==> config.mk <==
export PLATFORM = sky130hd
export DESIGN_NAME = software_timer_table_core_flat
export DESIGN_NICKNAME = d
export VERILOG_FILES = /design/src/hdl/stt_pkg.sv /design/src/hdl/stt_req_if.sv /design/src/hdl/stt_rsp_if.sv /design/src/hdl/stt_cell.sv /design/src/hdl/software_timer_table_core.sv /design/src/flat_wrapper.sv
export SDC_FILE = /design/constraint.sdc
export NUM_CORES = 2
export LEC_CHECK = 0
export ABC_AREA = 1
export BUFFER_PORTS_ARGS = -buffer_cell sky130_fd_sc_hd__buf_2
export CAP_MARGIN = 20
export CORE_ASPECT_RATIO = 0.75
export CORE_MARGIN = 8
export CORE_UTILIZATION = 54
export CTS_CLUSTER_SIZE = 10
export DETAILED_ROUTE_END_ITERATION = 10
export PLACE_DENSITY_LB_ADDON = 0.3
export RECOVER_POWER = 100
export SYNTH_ARGS = -nofsm -noshare
export SYNTH_HDL_FRONTEND = slang
export SYNTH_SLANG_ARGS = --single-unit
==> constraint.sdc <==
create_clock -name clk -period 17.3 [get_ports clk]
set_input_delay 3.46 -clock clk [delete_from_list [all_inputs] [get_ports clk]]
set_output_delay 3.46 -clock clk [all_outputs]
set_load 0.01 [all_outputs]
==> src/hdl/stt_pkg.sv <==
// ----------------------------------------------------------------------------
// Software timer table package
// Request kinds, result status codes, controller states and the control
// group that the controller drives into every timer cell.
// ----------------------------------------------------------------------------
package stt_pkg;

  localparam int KIND_W   = 3;
  localparam int AMOUNT_W = 24;
  localparam int HANDLE_W = 32;
  localparam int STATUS_W = 3;

  typedef enum logic [KIND_W-1:0] {
    KIND_ONESHOT   = 3'd0,
    KIND_REPEAT    = 3'd1,
    KIND_NEXT_TICK = 3'd2,
    KIND_CLEAR     = 3'd3,
    KIND_CLEAR_ALL = 3'd4,
    KIND_TICK      = 3'd5
  } kind_t;

  typedef enum logic [STATUS_W-1:0] {
    ST_SET_OK      = 3'd0,
    ST_SET_FULL    = 3'd1,
    ST_CLEARED     = 3'd2,
    ST_NO_MATCH    = 3'd3,
    ST_ALL_CLEARED = 3'd4,
    ST_FIRED       = 3'd5,
    ST_TICK_DONE   = 3'd6
  } status_t;

  typedef enum logic [1:0] {
    S_IDLE,
    S_ROTATE,
    S_RESP,
    S_COMPACT
  } state_t;

  typedef struct packed {
    logic shift;
    logic compact;
    logic clear_all;
    logic set_we;
  } cell_ctrl_t;

endpackage

==> src/hdl/stt_req_if.sv <==
// ----------------------------------------------------------------------------
// Timer request channel
// Carries one request item with a valid and ready handshake.
// ----------------------------------------------------------------------------
interface stt_req_if;
  logic                          valid;
  logic                          ready;
  logic [stt_pkg::KIND_W-1:0]    kind;
  logic [stt_pkg::AMOUNT_W-1:0]  amount;
  logic [stt_pkg::HANDLE_W-1:0]  handle_in;

  modport source (output valid, kind, amount, handle_in, input ready);
  modport sink (input valid, kind, amount, handle_in, output ready);
endinterface

==> src/hdl/stt_rsp_if.sv <==
// ----------------------------------------------------------------------------
// Timer result channel
// Carries one result item with a valid and ready handshake.
// ----------------------------------------------------------------------------
interface stt_rsp_if;
  logic                          valid;
  logic                          ready;
  logic [stt_pkg::STATUS_W-1:0]  status;
  logic [stt_pkg::HANDLE_W-1:0]  handle_out;
  logic                          last;

  modport source (output valid, status, handle_out, last, input ready);
  modport sink (input valid, status, handle_out, last, output ready);
endinterface

==> src/hdl/stt_cell.sv <==
// ----------------------------------------------------------------------------
// Timer cell
// Holds one timer entry. It shifts in its upper neighbor during a rotation,
// slides toward the head into an empty neighbor during compaction, and takes
// a new timer when it is the first free entry.
// ----------------------------------------------------------------------------
module stt_cell #(
  parameter int TIME_BITS = 24
) (
  input  logic                            clk,
  input  logic                            rst,
  input  stt_pkg::cell_ctrl_t             ctrl,
  input  logic                            prv_used,
  input  logic                            nxt_used,
  input  logic [stt_pkg::HANDLE_W-1:0]    nxt_handle,
  input  logic [TIME_BITS-1:0]            nxt_rem,
  input  logic [TIME_BITS-1:0]            nxt_ival,
  input  logic                            nxt_rep,
  input  logic [stt_pkg::HANDLE_W-1:0]    set_handle,
  input  logic [TIME_BITS-1:0]            set_rem,
  input  logic [TIME_BITS-1:0]            set_ival,
  input  logic                            set_rep,
  output logic                            used,
  output logic [stt_pkg::HANDLE_W-1:0]    handle,
  output logic [TIME_BITS-1:0]            rem,
  output logic [TIME_BITS-1:0]            ival,
  output logic                            rep
);

  logic take_nxt;
  logic take_set;

  assign take_nxt = ctrl.shift || (ctrl.compact && !used && nxt_used);
  assign take_set = ctrl.set_we && !used && prv_used;

  always_ff @(posedge clk) begin
    if (rst) begin
      used <= 1'b0;
    end else if (ctrl.clear_all) begin
      used <= 1'b0;
    end else if (ctrl.shift) begin
      used <= nxt_used;
    end else if (ctrl.compact) begin
      if (!used) begin
        used <= nxt_used;
      end else if (!prv_used) begin
        used <= 1'b0;
      end
    end else if (take_set) begin
      used <= 1'b1;
    end
  end

  always_ff @(posedge clk) begin
    if (take_nxt) begin
      handle <= nxt_handle;
      rem    <= nxt_rem;
      ival   <= nxt_ival;
      rep    <= nxt_rep;
    end else if (take_set) begin
      handle <= set_handle;
      rem    <= set_rem;
      ival   <= set_ival;
      rep    <= set_rep;
    end
  end

endmodule

==> src/hdl/software_timer_table_core.sv <==
// ----------------------------------------------------------------------------
// Software timer table core
// Keeps timers oldest first in a chain of cells, assigns handles, clears
// timers and reports the timers that expire on each tick.
//
//   Channel  Direction  Item
//   req      in         kind, amount, handle_in
//   rsp      out        status, handle_out, last
//
// A set or a clear-all acts on the cells, then reports its result. A clear or
// a tick rotates the whole chain once through the head cell, one entry a
// cycle while no fire report is stalled on rsp, then reports its result and
// compacts the chain. Reset empties the table and sets the next handle to one.
// Only one request is in work at a time; a result waits in the output register.
// ----------------------------------------------------------------------------
module software_timer_table_core #(
  parameter int NUM_TIMERS = 16,
  parameter int TIME_BITS  = 24
) (
  input logic        clk,
  input logic        rst,
  stt_req_if.sink    req,
  stt_rsp_if.source  rsp
);

  localparam int CNT_W = (NUM_TIMERS > 1) ? $clog2(NUM_TIMERS) : 1;

  stt_pkg::state_t     state;
  stt_pkg::state_t     state_next;
  stt_pkg::cell_ctrl_t ctrl;

  logic [CNT_W-1:0]             cnt;
  logic                         cnt_inc;
  logic                         cnt_last;
  logic [stt_pkg::KIND_W-1:0]   op_kind;
  logic [TIME_BITS-1:0]         op_amount;
  logic [stt_pkg::HANDLE_W-1:0] op_handle;
  logic                         found;
  logic [stt_pkg::HANDLE_W-1:0] next_handle;
  stt_pkg::status_t             resp_status;
  logic [stt_pkg::HANDLE_W-1:0] resp_handle;

  logic                         o_valid;
  stt_pkg::status_t             o_status;
  logic [stt_pkg::HANDLE_W-1:0] o_handle;
  logic                         o_last;

  logic                         accept;
  logic                         full;
  logic                         is_set;
  logic                         is_tick;
  logic                         rotate_op;
  logic                         fire;
  logic                         match;
  logic                         step_go;
  logic                         emit;
  logic                         emit_ok;
  stt_pkg::status_t             emit_status;
  logic [stt_pkg::HANDLE_W-1:0] emit_handle;
  logic                         emit_last;

  logic [TIME_BITS-1:0]         amt_in;
  logic [TIME_BITS-1:0]         set_rem;
  logic [TIME_BITS-1:0]         set_ival;
  logic                         set_rep;

  logic                         c_used   [NUM_TIMERS];
  logic [stt_pkg::HANDLE_W-1:0] c_handle [NUM_TIMERS];
  logic [TIME_BITS-1:0]         c_rem    [NUM_TIMERS];
  logic [TIME_BITS-1:0]         c_ival   [NUM_TIMERS];
  logic                         c_rep    [NUM_TIMERS];

  logic                         f_used;
  logic [TIME_BITS-1:0]         f_rem;

  assign accept   = req.valid && req.ready;
  assign full     = c_used[NUM_TIMERS-1];
  assign cnt_last = (cnt == CNT_W'(NUM_TIMERS - 1));
  assign emit_ok  = !o_valid || rsp.ready;

  assign is_set    = (req.kind == stt_pkg::KIND_ONESHOT) || (req.kind == stt_pkg::KIND_REPEAT)
                     || (req.kind == stt_pkg::KIND_NEXT_TICK);
  assign is_tick   = (op_kind == stt_pkg::KIND_TICK);
  assign rotate_op = is_tick || (op_kind == stt_pkg::KIND_CLEAR);

  assign amt_in   = TIME_BITS'(req.amount);
  assign set_rem  = (req.kind == stt_pkg::KIND_NEXT_TICK) ? '0 : amt_in;
  assign set_rep  = (req.kind == stt_pkg::KIND_REPEAT);
  assign set_ival = set_rep ? amt_in : '0;

  // The head cell is examined on each rotation step and written back at the tail.
  assign fire    = is_tick && c_used[0] && (op_amount >= c_rem[0]);
  assign match   = (op_kind == stt_pkg::KIND_CLEAR) && c_used[0] && !found
                   && (op_handle != '0) && (c_handle[0] == op_handle);
  assign step_go = !fire || emit_ok;
  assign f_used  = c_used[0] && !match && !(fire && !c_rep[0]);
  assign f_rem   = fire ? c_ival[0] : ((is_tick && c_used[0]) ? c_rem[0] - op_amount : c_rem[0]);

  for (genvar i = 0; i < NUM_TIMERS; i++) begin : g_cell
    logic                         n_used;
    logic [stt_pkg::HANDLE_W-1:0] n_handle;
    logic [TIME_BITS-1:0]         n_rem;
    logic [TIME_BITS-1:0]         n_ival;
    logic                         n_rep;
    logic                         p_used;

    if (i == NUM_TIMERS - 1) begin : g_tail
      assign n_used   = ctrl.shift ? f_used : 1'b0;
      assign n_handle = c_handle[0];
      assign n_rem    = f_rem;
      assign n_ival   = c_ival[0];
      assign n_rep    = c_rep[0];
    end else begin : g_body
      assign n_used   = c_used[i+1];
      assign n_handle = c_handle[i+1];
      assign n_rem    = c_rem[i+1];
      assign n_ival   = c_ival[i+1];
      assign n_rep    = c_rep[i+1];
    end

    if (i == 0) begin : g_head
      assign p_used = 1'b1;
    end else begin : g_prev
      assign p_used = c_used[i-1];
    end

    stt_cell #(
      .TIME_BITS (TIME_BITS)
    ) u_cell (
      .clk        (clk),
      .rst        (rst),
      .ctrl       (ctrl),
      .prv_used   (p_used),
      .nxt_used   (n_used),
      .nxt_handle (n_handle),
      .nxt_rem    (n_rem),
      .nxt_ival   (n_ival),
      .nxt_rep    (n_rep),
      .set_handle (next_handle),
      .set_rem    (set_rem),
      .set_ival   (set_ival),
      .set_rep    (set_rep),
      .used       (c_used[i]),
      .handle     (c_handle[i]),
      .rem        (c_rem[i]),
      .ival       (c_ival[i]),
      .rep        (c_rep[i])
    );
  end

  always_ff @(posedge clk) begin
    if (rst) begin
      state <= stt_pkg::S_IDLE;
    end else begin
      state <= state_next;
    end
  end

  always_comb begin
    state_next  = state;
    ctrl        = '0;
    cnt_inc     = 1'b0;
    emit        = 1'b0;
    emit_status = stt_pkg::ST_FIRED;
    emit_handle = '0;
    emit_last   = 1'b0;
    req.ready   = 1'b0;
    unique case (state)
      stt_pkg::S_IDLE: begin
        req.ready = 1'b1;
        if (req.valid) begin
          unique case (req.kind)
            stt_pkg::KIND_ONESHOT, stt_pkg::KIND_REPEAT, stt_pkg::KIND_NEXT_TICK: begin
              ctrl.set_we = !full;
              state_next  = stt_pkg::S_RESP;
            end
            stt_pkg::KIND_CLEAR, stt_pkg::KIND_TICK: begin
              state_next = stt_pkg::S_ROTATE;
            end
            stt_pkg::KIND_CLEAR_ALL: begin
              ctrl.clear_all = 1'b1;
              state_next     = stt_pkg::S_RESP;
            end
            default: begin
              state_next = stt_pkg::S_IDLE;
            end
          endcase
        end
      end
      stt_pkg::S_ROTATE: begin
        emit        = fire;
        emit_handle = c_handle[0];
        ctrl.shift  = step_go;
        cnt_inc     = step_go;
        if (step_go && cnt_last) begin
          state_next = stt_pkg::S_RESP;
        end
      end
      stt_pkg::S_RESP: begin
        emit        = 1'b1;
        emit_status = resp_status;
        emit_handle = resp_handle;
        emit_last   = 1'b1;
        if (emit_ok) begin
          state_next = rotate_op ? stt_pkg::S_COMPACT : stt_pkg::S_IDLE;
        end
      end
      stt_pkg::S_COMPACT: begin
        ctrl.compact = 1'b1;
        cnt_inc      = 1'b1;
        if (cnt_last) begin
          state_next = stt_pkg::S_IDLE;
        end
      end
      default: begin
        state_next = stt_pkg::S_IDLE;
      end
    endcase
  end

  always_ff @(posedge clk) begin
    if (rst) begin
      cnt <= '0;
    end else if (state_next != state) begin
      cnt <= '0;
    end else if (cnt_inc) begin
      cnt <= cnt + CNT_W'(1);
    end
  end

  always_ff @(posedge clk) begin
    if (accept) begin
      op_kind   <= req.kind;
      op_amount <= amt_in;
      op_handle <= req.handle_in;
    end
  end

  always_ff @(posedge clk) begin
    if (rst) begin
      found <= 1'b0;
    end else if (accept) begin
      found <= 1'b0;
    end else if (ctrl.shift && match) begin
      found <= 1'b1;
    end
  end

  always_ff @(posedge clk) begin
    if (rst) begin
      next_handle <= stt_pkg::HANDLE_W'(1);
    end else if (accept && is_set && !full) begin
      next_handle <= (next_handle == '1) ? stt_pkg::HANDLE_W'(1)
                                         : next_handle + stt_pkg::HANDLE_W'(1);
    end
  end

  always_ff @(posedge clk) begin
    if (accept) begin
      if (is_set) begin
        resp_status <= full ? stt_pkg::ST_SET_FULL : stt_pkg::ST_SET_OK;
        resp_handle <= full ? '0 : next_handle;
      end else begin
        resp_status <= stt_pkg::ST_ALL_CLEARED;
        resp_handle <= '0;
      end
    end else if (ctrl.shift && cnt_last) begin
      resp_handle <= '0;
      if (is_tick) begin
        resp_status <= stt_pkg::ST_TICK_DONE;
      end else if (found || match) begin
        resp_status <= stt_pkg::ST_CLEARED;
      end else begin
        resp_status <= stt_pkg::ST_NO_MATCH;
      end
    end
  end

  always_ff @(posedge clk) begin
    if (rst) begin
      o_valid <= 1'b0;
    end else if (emit && emit_ok) begin
      o_valid <= 1'b1;
    end else if (rsp.ready) begin
      o_valid <= 1'b0;
    end
  end

  always_ff @(posedge clk) begin
    if (emit && emit_ok) begin
      o_status <= emit_status;
      o_handle <= emit_handle;
      o_last   <= emit_last;
    end
  end

  assign rsp.valid      = o_valid;
  assign rsp.status     = o_status;
  assign rsp.handle_out = o_handle;
  assign rsp.last       = o_last;

endmodule

==> src/flat_wrapper.sv <==
// flat-port wrapper written by rule: the top's interface ports become plain ports
module software_timer_table_core_flat 
#(
  parameter int NUM_TIMERS = 16,
  parameter int TIME_BITS  = 24
)
  (clk, rst, req_valid, req_kind, req_amount, req_handle_in, req_ready, rsp_valid, rsp_status, rsp_handle_out, rsp_last, rsp_ready);
  stt_req_if req_i ();
  stt_rsp_if rsp_i ();
  input logic clk;
  input logic rst;
  input wire logic [$bits(req_i.valid)-1:0] req_valid;
  input wire logic [$bits(req_i.kind)-1:0] req_kind;
  input wire logic [$bits(req_i.amount)-1:0] req_amount;
  input wire logic [$bits(req_i.handle_in)-1:0] req_handle_in;
  output wire logic [$bits(req_i.ready)-1:0] req_ready;
  output wire logic [$bits(rsp_i.valid)-1:0] rsp_valid;
  output wire logic [$bits(rsp_i.status)-1:0] rsp_status;
  output wire logic [$bits(rsp_i.handle_out)-1:0] rsp_handle_out;
  output wire logic [$bits(rsp_i.last)-1:0] rsp_last;
  input wire logic [$bits(rsp_i.ready)-1:0] rsp_ready;
  assign req_i.valid = req_valid;
  assign req_i.kind = req_kind;
  assign req_i.amount = req_amount;
  assign req_i.handle_in = req_handle_in;
  assign req_ready = req_i.ready;
  assign rsp_valid = rsp_i.valid;
  assign rsp_status = rsp_i.status;
  assign rsp_handle_out = rsp_i.handle_out;
  assign rsp_last = rsp_i.last;
  assign rsp_i.ready = rsp_ready;
  software_timer_table_core #(.NUM_TIMERS(NUM_TIMERS), .TIME_BITS(TIME_BITS)) u_core (.clk(clk), .rst(rst), .req(req_i), .rsp(rsp_i));
endmodule
==> summary.md <==
| Metric | Value |
|---|---|
| Reg area | `43,900 um2` |
| Reg2Reg Depth | `15` |
| Slew Limit Fails | `1,504` |
| Rows | `109` |
| Final ANT Viol Nets | `0` |
| Resized cells post-CTS | `0` |
| Slew margin rel. | `-1.55` |
| Layout Nets | `6,065` |
| Die H | `315 um` |
| Synth Instances | `6,027` |
| Total track usage | `0.268` |
| Ant. Diodes | `0` |
| Synth Warn # | `0` |
| First-pass GRT wire length | `269 mm` |
| Total power | `9.94 mW` |
| Area Overhead vs Synth | `8.37%` |
| Violated checks | `max-capacitance violations, max-slew violations` |
| DRT iter0 DRCs | `6,473` |
| Number of hold buffers added after cts | `0` |
| Worst-case clock buffer depth | `3` |
| CORE AREA | `118,000 um2` |
| Crit Path Class | `input port to flip-flop` |
| Largest net degree at the start of global routing | `90` |
| Setup bufs post-CTS | `0` |
| Final setup fails | `0` |
| Skew final | `0.0271 ns` |
| Clk Tree Root Cell | `clkbuf_16` |
| DR DRC count | `0` |
| Fill cells | `9,533` |
| Mapped Nets | `6,121` |
| Placed wire-length estimate | `114 mm` |
| Sequential share of the synthesized area | `0.685` |
| Startpoint Class | `input port` |
| Vias in the first global route | `42.5k` |
| Hold depth | `2` |
| Critical Path AT | `12.20 ns` |
| Status | `finished with violations` |
| PwrDens | `143 nW/um2` |
| Data required, critical path | `17.76 ns` |
| Setup WS post-layout | `5.56 ns` |
| Vias per inst | `5.97` |
| Fin area | `69,600 um2` |
| CTS Buf Count | `167` |
| Die footprint | `130,000 um2` |
| Hold Slack | `0.507 ns` |
| Worst Hold Class | `flip-flop to flip-flop` |
| Total negative setup slack | `0 ns` |
| Final Cycle Share | `0.679` |
| Starting Density | `0.545` |
| Ys flop type | `edfxtp_1` |
| Drt wl/cell | `23.6 um` |
| Mean Syn Cell Area | `10.7 um2` |
| Crit. End Element | `flip-flop` |
| Max Cap Violations | `39` |
| Worst slew pin tran | `3.82 ns` |
| Max Fanout on Critical Path | `70` |
| Leakage | `25.0 nW` |
| RSZ-0062 raised after global routing | `false` |
| Fin. Hold Viols | `0` |
| FFs w/ async S/R, synth | `0` |
| Io pins | `101` |
| Gr ovfl total | `0` |
| Yosys reg bits | `1,482` |
| RD Place Congestion | `0.912` |
| Multi-input logic area | `17,000 um2` |
| Final wirelength | `180 mm` |
| CTS tree | `done` |
| Clock latency on the worst-skew pair | `0.78 ns` |
| Post-synth EDFFs | `1,426` |
| Initial DRT Pass Iterations | `9` |
| Layout cell share with drive strength beyond 1 | `0.0537` |
| Clock transition at the registers of the reported paths | `0.06 ns` |
| Synthesized cell area | `64,200 um2` |
| CTS sink cnt | `1,482` |
| PortBufs | `100` |
| Peak supply drop | `0.000103 V` |
| Dpl ws | `9.68 ns` |
| H-tree Lvls | `4` |
| Cell variety after synth | `47` |
| Max Clk Rate | `85.2 MHz` |
| Die width | `414 um` |
| Placement Cell Area | `65,300 um2` |
| Antenna violations before repair | `4` |
| Routed via count | `45.4k` |
| Min Tclk post-route | `11.74 ns` |
## Yosys cell counts, types with 2 or more instances
master	number	area share
o221ai_1	3	0.00041
nand4_1	12	0.0012
buf_6	37	0.0065
or2_2	8	0.00078
nand3_1	64	0.0050
o21ai_0	451	0.035
nor2_1	185	0.011
inv_1	216	0.013
o31ai_1	9	0.0011
o22ai_1	7	0.00068
o21ai_1	552	0.043
edfxtp_1	1426	0.67
a21oi_2	2	0.00027
o211ai_1	15	0.0018
clkinv_1	5	0.00029
a31oi_1	6	0.00058
nor3_2	2	0.00031
a21oi_1	133	0.010
xor2_1	14	0.0019
buf_1	7	0.00041
nor3b_1	7	0.00082
xnor2_1	11	0.0015
inv_2	16	0.00094
a211oi_1	3	0.00035
nor3_1	27	0.0021
ha_1	30	0.0058
nand2_1	2307	0.13
o21bai_1	7	0.00082
dfxtp_1	56	0.017
nor4_1	14	0.0014
buf_4	95	0.011
nand3b_1	2	0.00023
a21oi_4	12	0.0030
clkbuf_1	211	0.012
buf_2	60	0.0047
a21o_1	4	0.00047
## cell type report
class / count / share of cell area
clock buffer: 236 / 0.0644
clock inverter: 17 / 0.00356
inverter: 238 / 0.0133
multi-input combinational: 3897 / 0.245
sequential: 1482 / 0.632
tap: 1554 / 0.0280
timing repair buffer: 185 / 0.0142
## registers in the layout (all words and copies together), names as in the netlist, 4 cells and up
| signal | cells |
|---|---|
| u_core.op_amount | 24 |
| u_core.g_cell.u_cell.rep | 16 |
| u_core.g_cell.u_cell.ival | 384 |
| u_core.g_cell.u_cell.rem | 384 |
| u_core.cnt | 4 |
| u_core.g_cell.u_cell.used | 16 |
| u_core.g_cell.u_cell.handle | 512 |
| u_core.resp_handle | 32 |
| u_core.next_handle | 32 |
| u_core.rsp.handle_out | 32 |
| u_core.op_handle | 32 |
## cells in the final DEF (no fill, tap or decap), drive strengths merged, types with 2 or more instances in the layout
master and instances:
xnor2 11, o31ai 9, clkinv 15, o21bai 7
dfxtp 56, nand2 2309, ha 30, inv 233
nor2 185, nand3 65, edfxtp 1426, clkinvlp 6
nor4 14, nand3b 2, nor3b 7, o221ai 3
nand4 13, clkbuf 335, or2 8, a21o 4
a211oi 3, a31oi 7, o211ai 15, nor3 29
a21oi 147, o22ai 7, xor2 14, o21ai 1003
buf 86
## final timing paths
path	from	endpoint	slack, ns
max reg2reg	u_core.g_cell[0].u_cell.rem[5]	u_core.g_cell[2].u_cell.handle[27]	6.54
min	u_core.g_cell[5].u_cell.ival[22]	u_core.g_cell[4].u_cell.ival[22]	0.51
max	rsp_ready	u_core.g_cell[2].u_cell.handle[27]	5.56
min reg2reg	u_core.g_cell[5].u_cell.ival[22]	u_core.g_cell[4].u_cell.ival[22]	0.51
## power breakdown
group          switching, mW  leakage [nW]  total (mW)  internal (mW)
registers              0.244          13.9        5.06           4.82
logic                   1.34          8.77        1.68          0.336
clock network           1.40          2.28        3.20           1.80
total                   2.98          25.0        9.94           6.96
## critical path: stages
cell,delay (ns)
buf_2,0.10
nor2_1,0.25
nand3_2,0.14
nand2_1,1.33
clkinvlp_2,2.03
a21oi_1,0.69
clkinvlp_2,2.25
buf_4,1.15
o21ai_0,0.73
## through the flow
stage | std cells | util
floorplan | 6027 | -
global placement | 7351 | 0.554
detailed placement | 7353 | 0.554
CTS | 7606 | 0.594
global route | 7609 | 0.590
finish | 7609 | 0.590
## logic make-up after synthesis
family	synth area share
simple gates	0.158
flops	0.685
compound gates	0.0987
buf+inv	0.0490
fa+ha+maj	0.00616
xor+xnor	0.00341
## metal layers
metal  track usage  vias to the layer above  wire length [um]
li1              -                    20400                 -
met4         0.102                        4              7030
met2         0.411                     2598             79900
met5             0                        -                22
met1         0.385                    22000             73400
met3        0.0490                      384             19200
(Power assumes the default switching activity.)
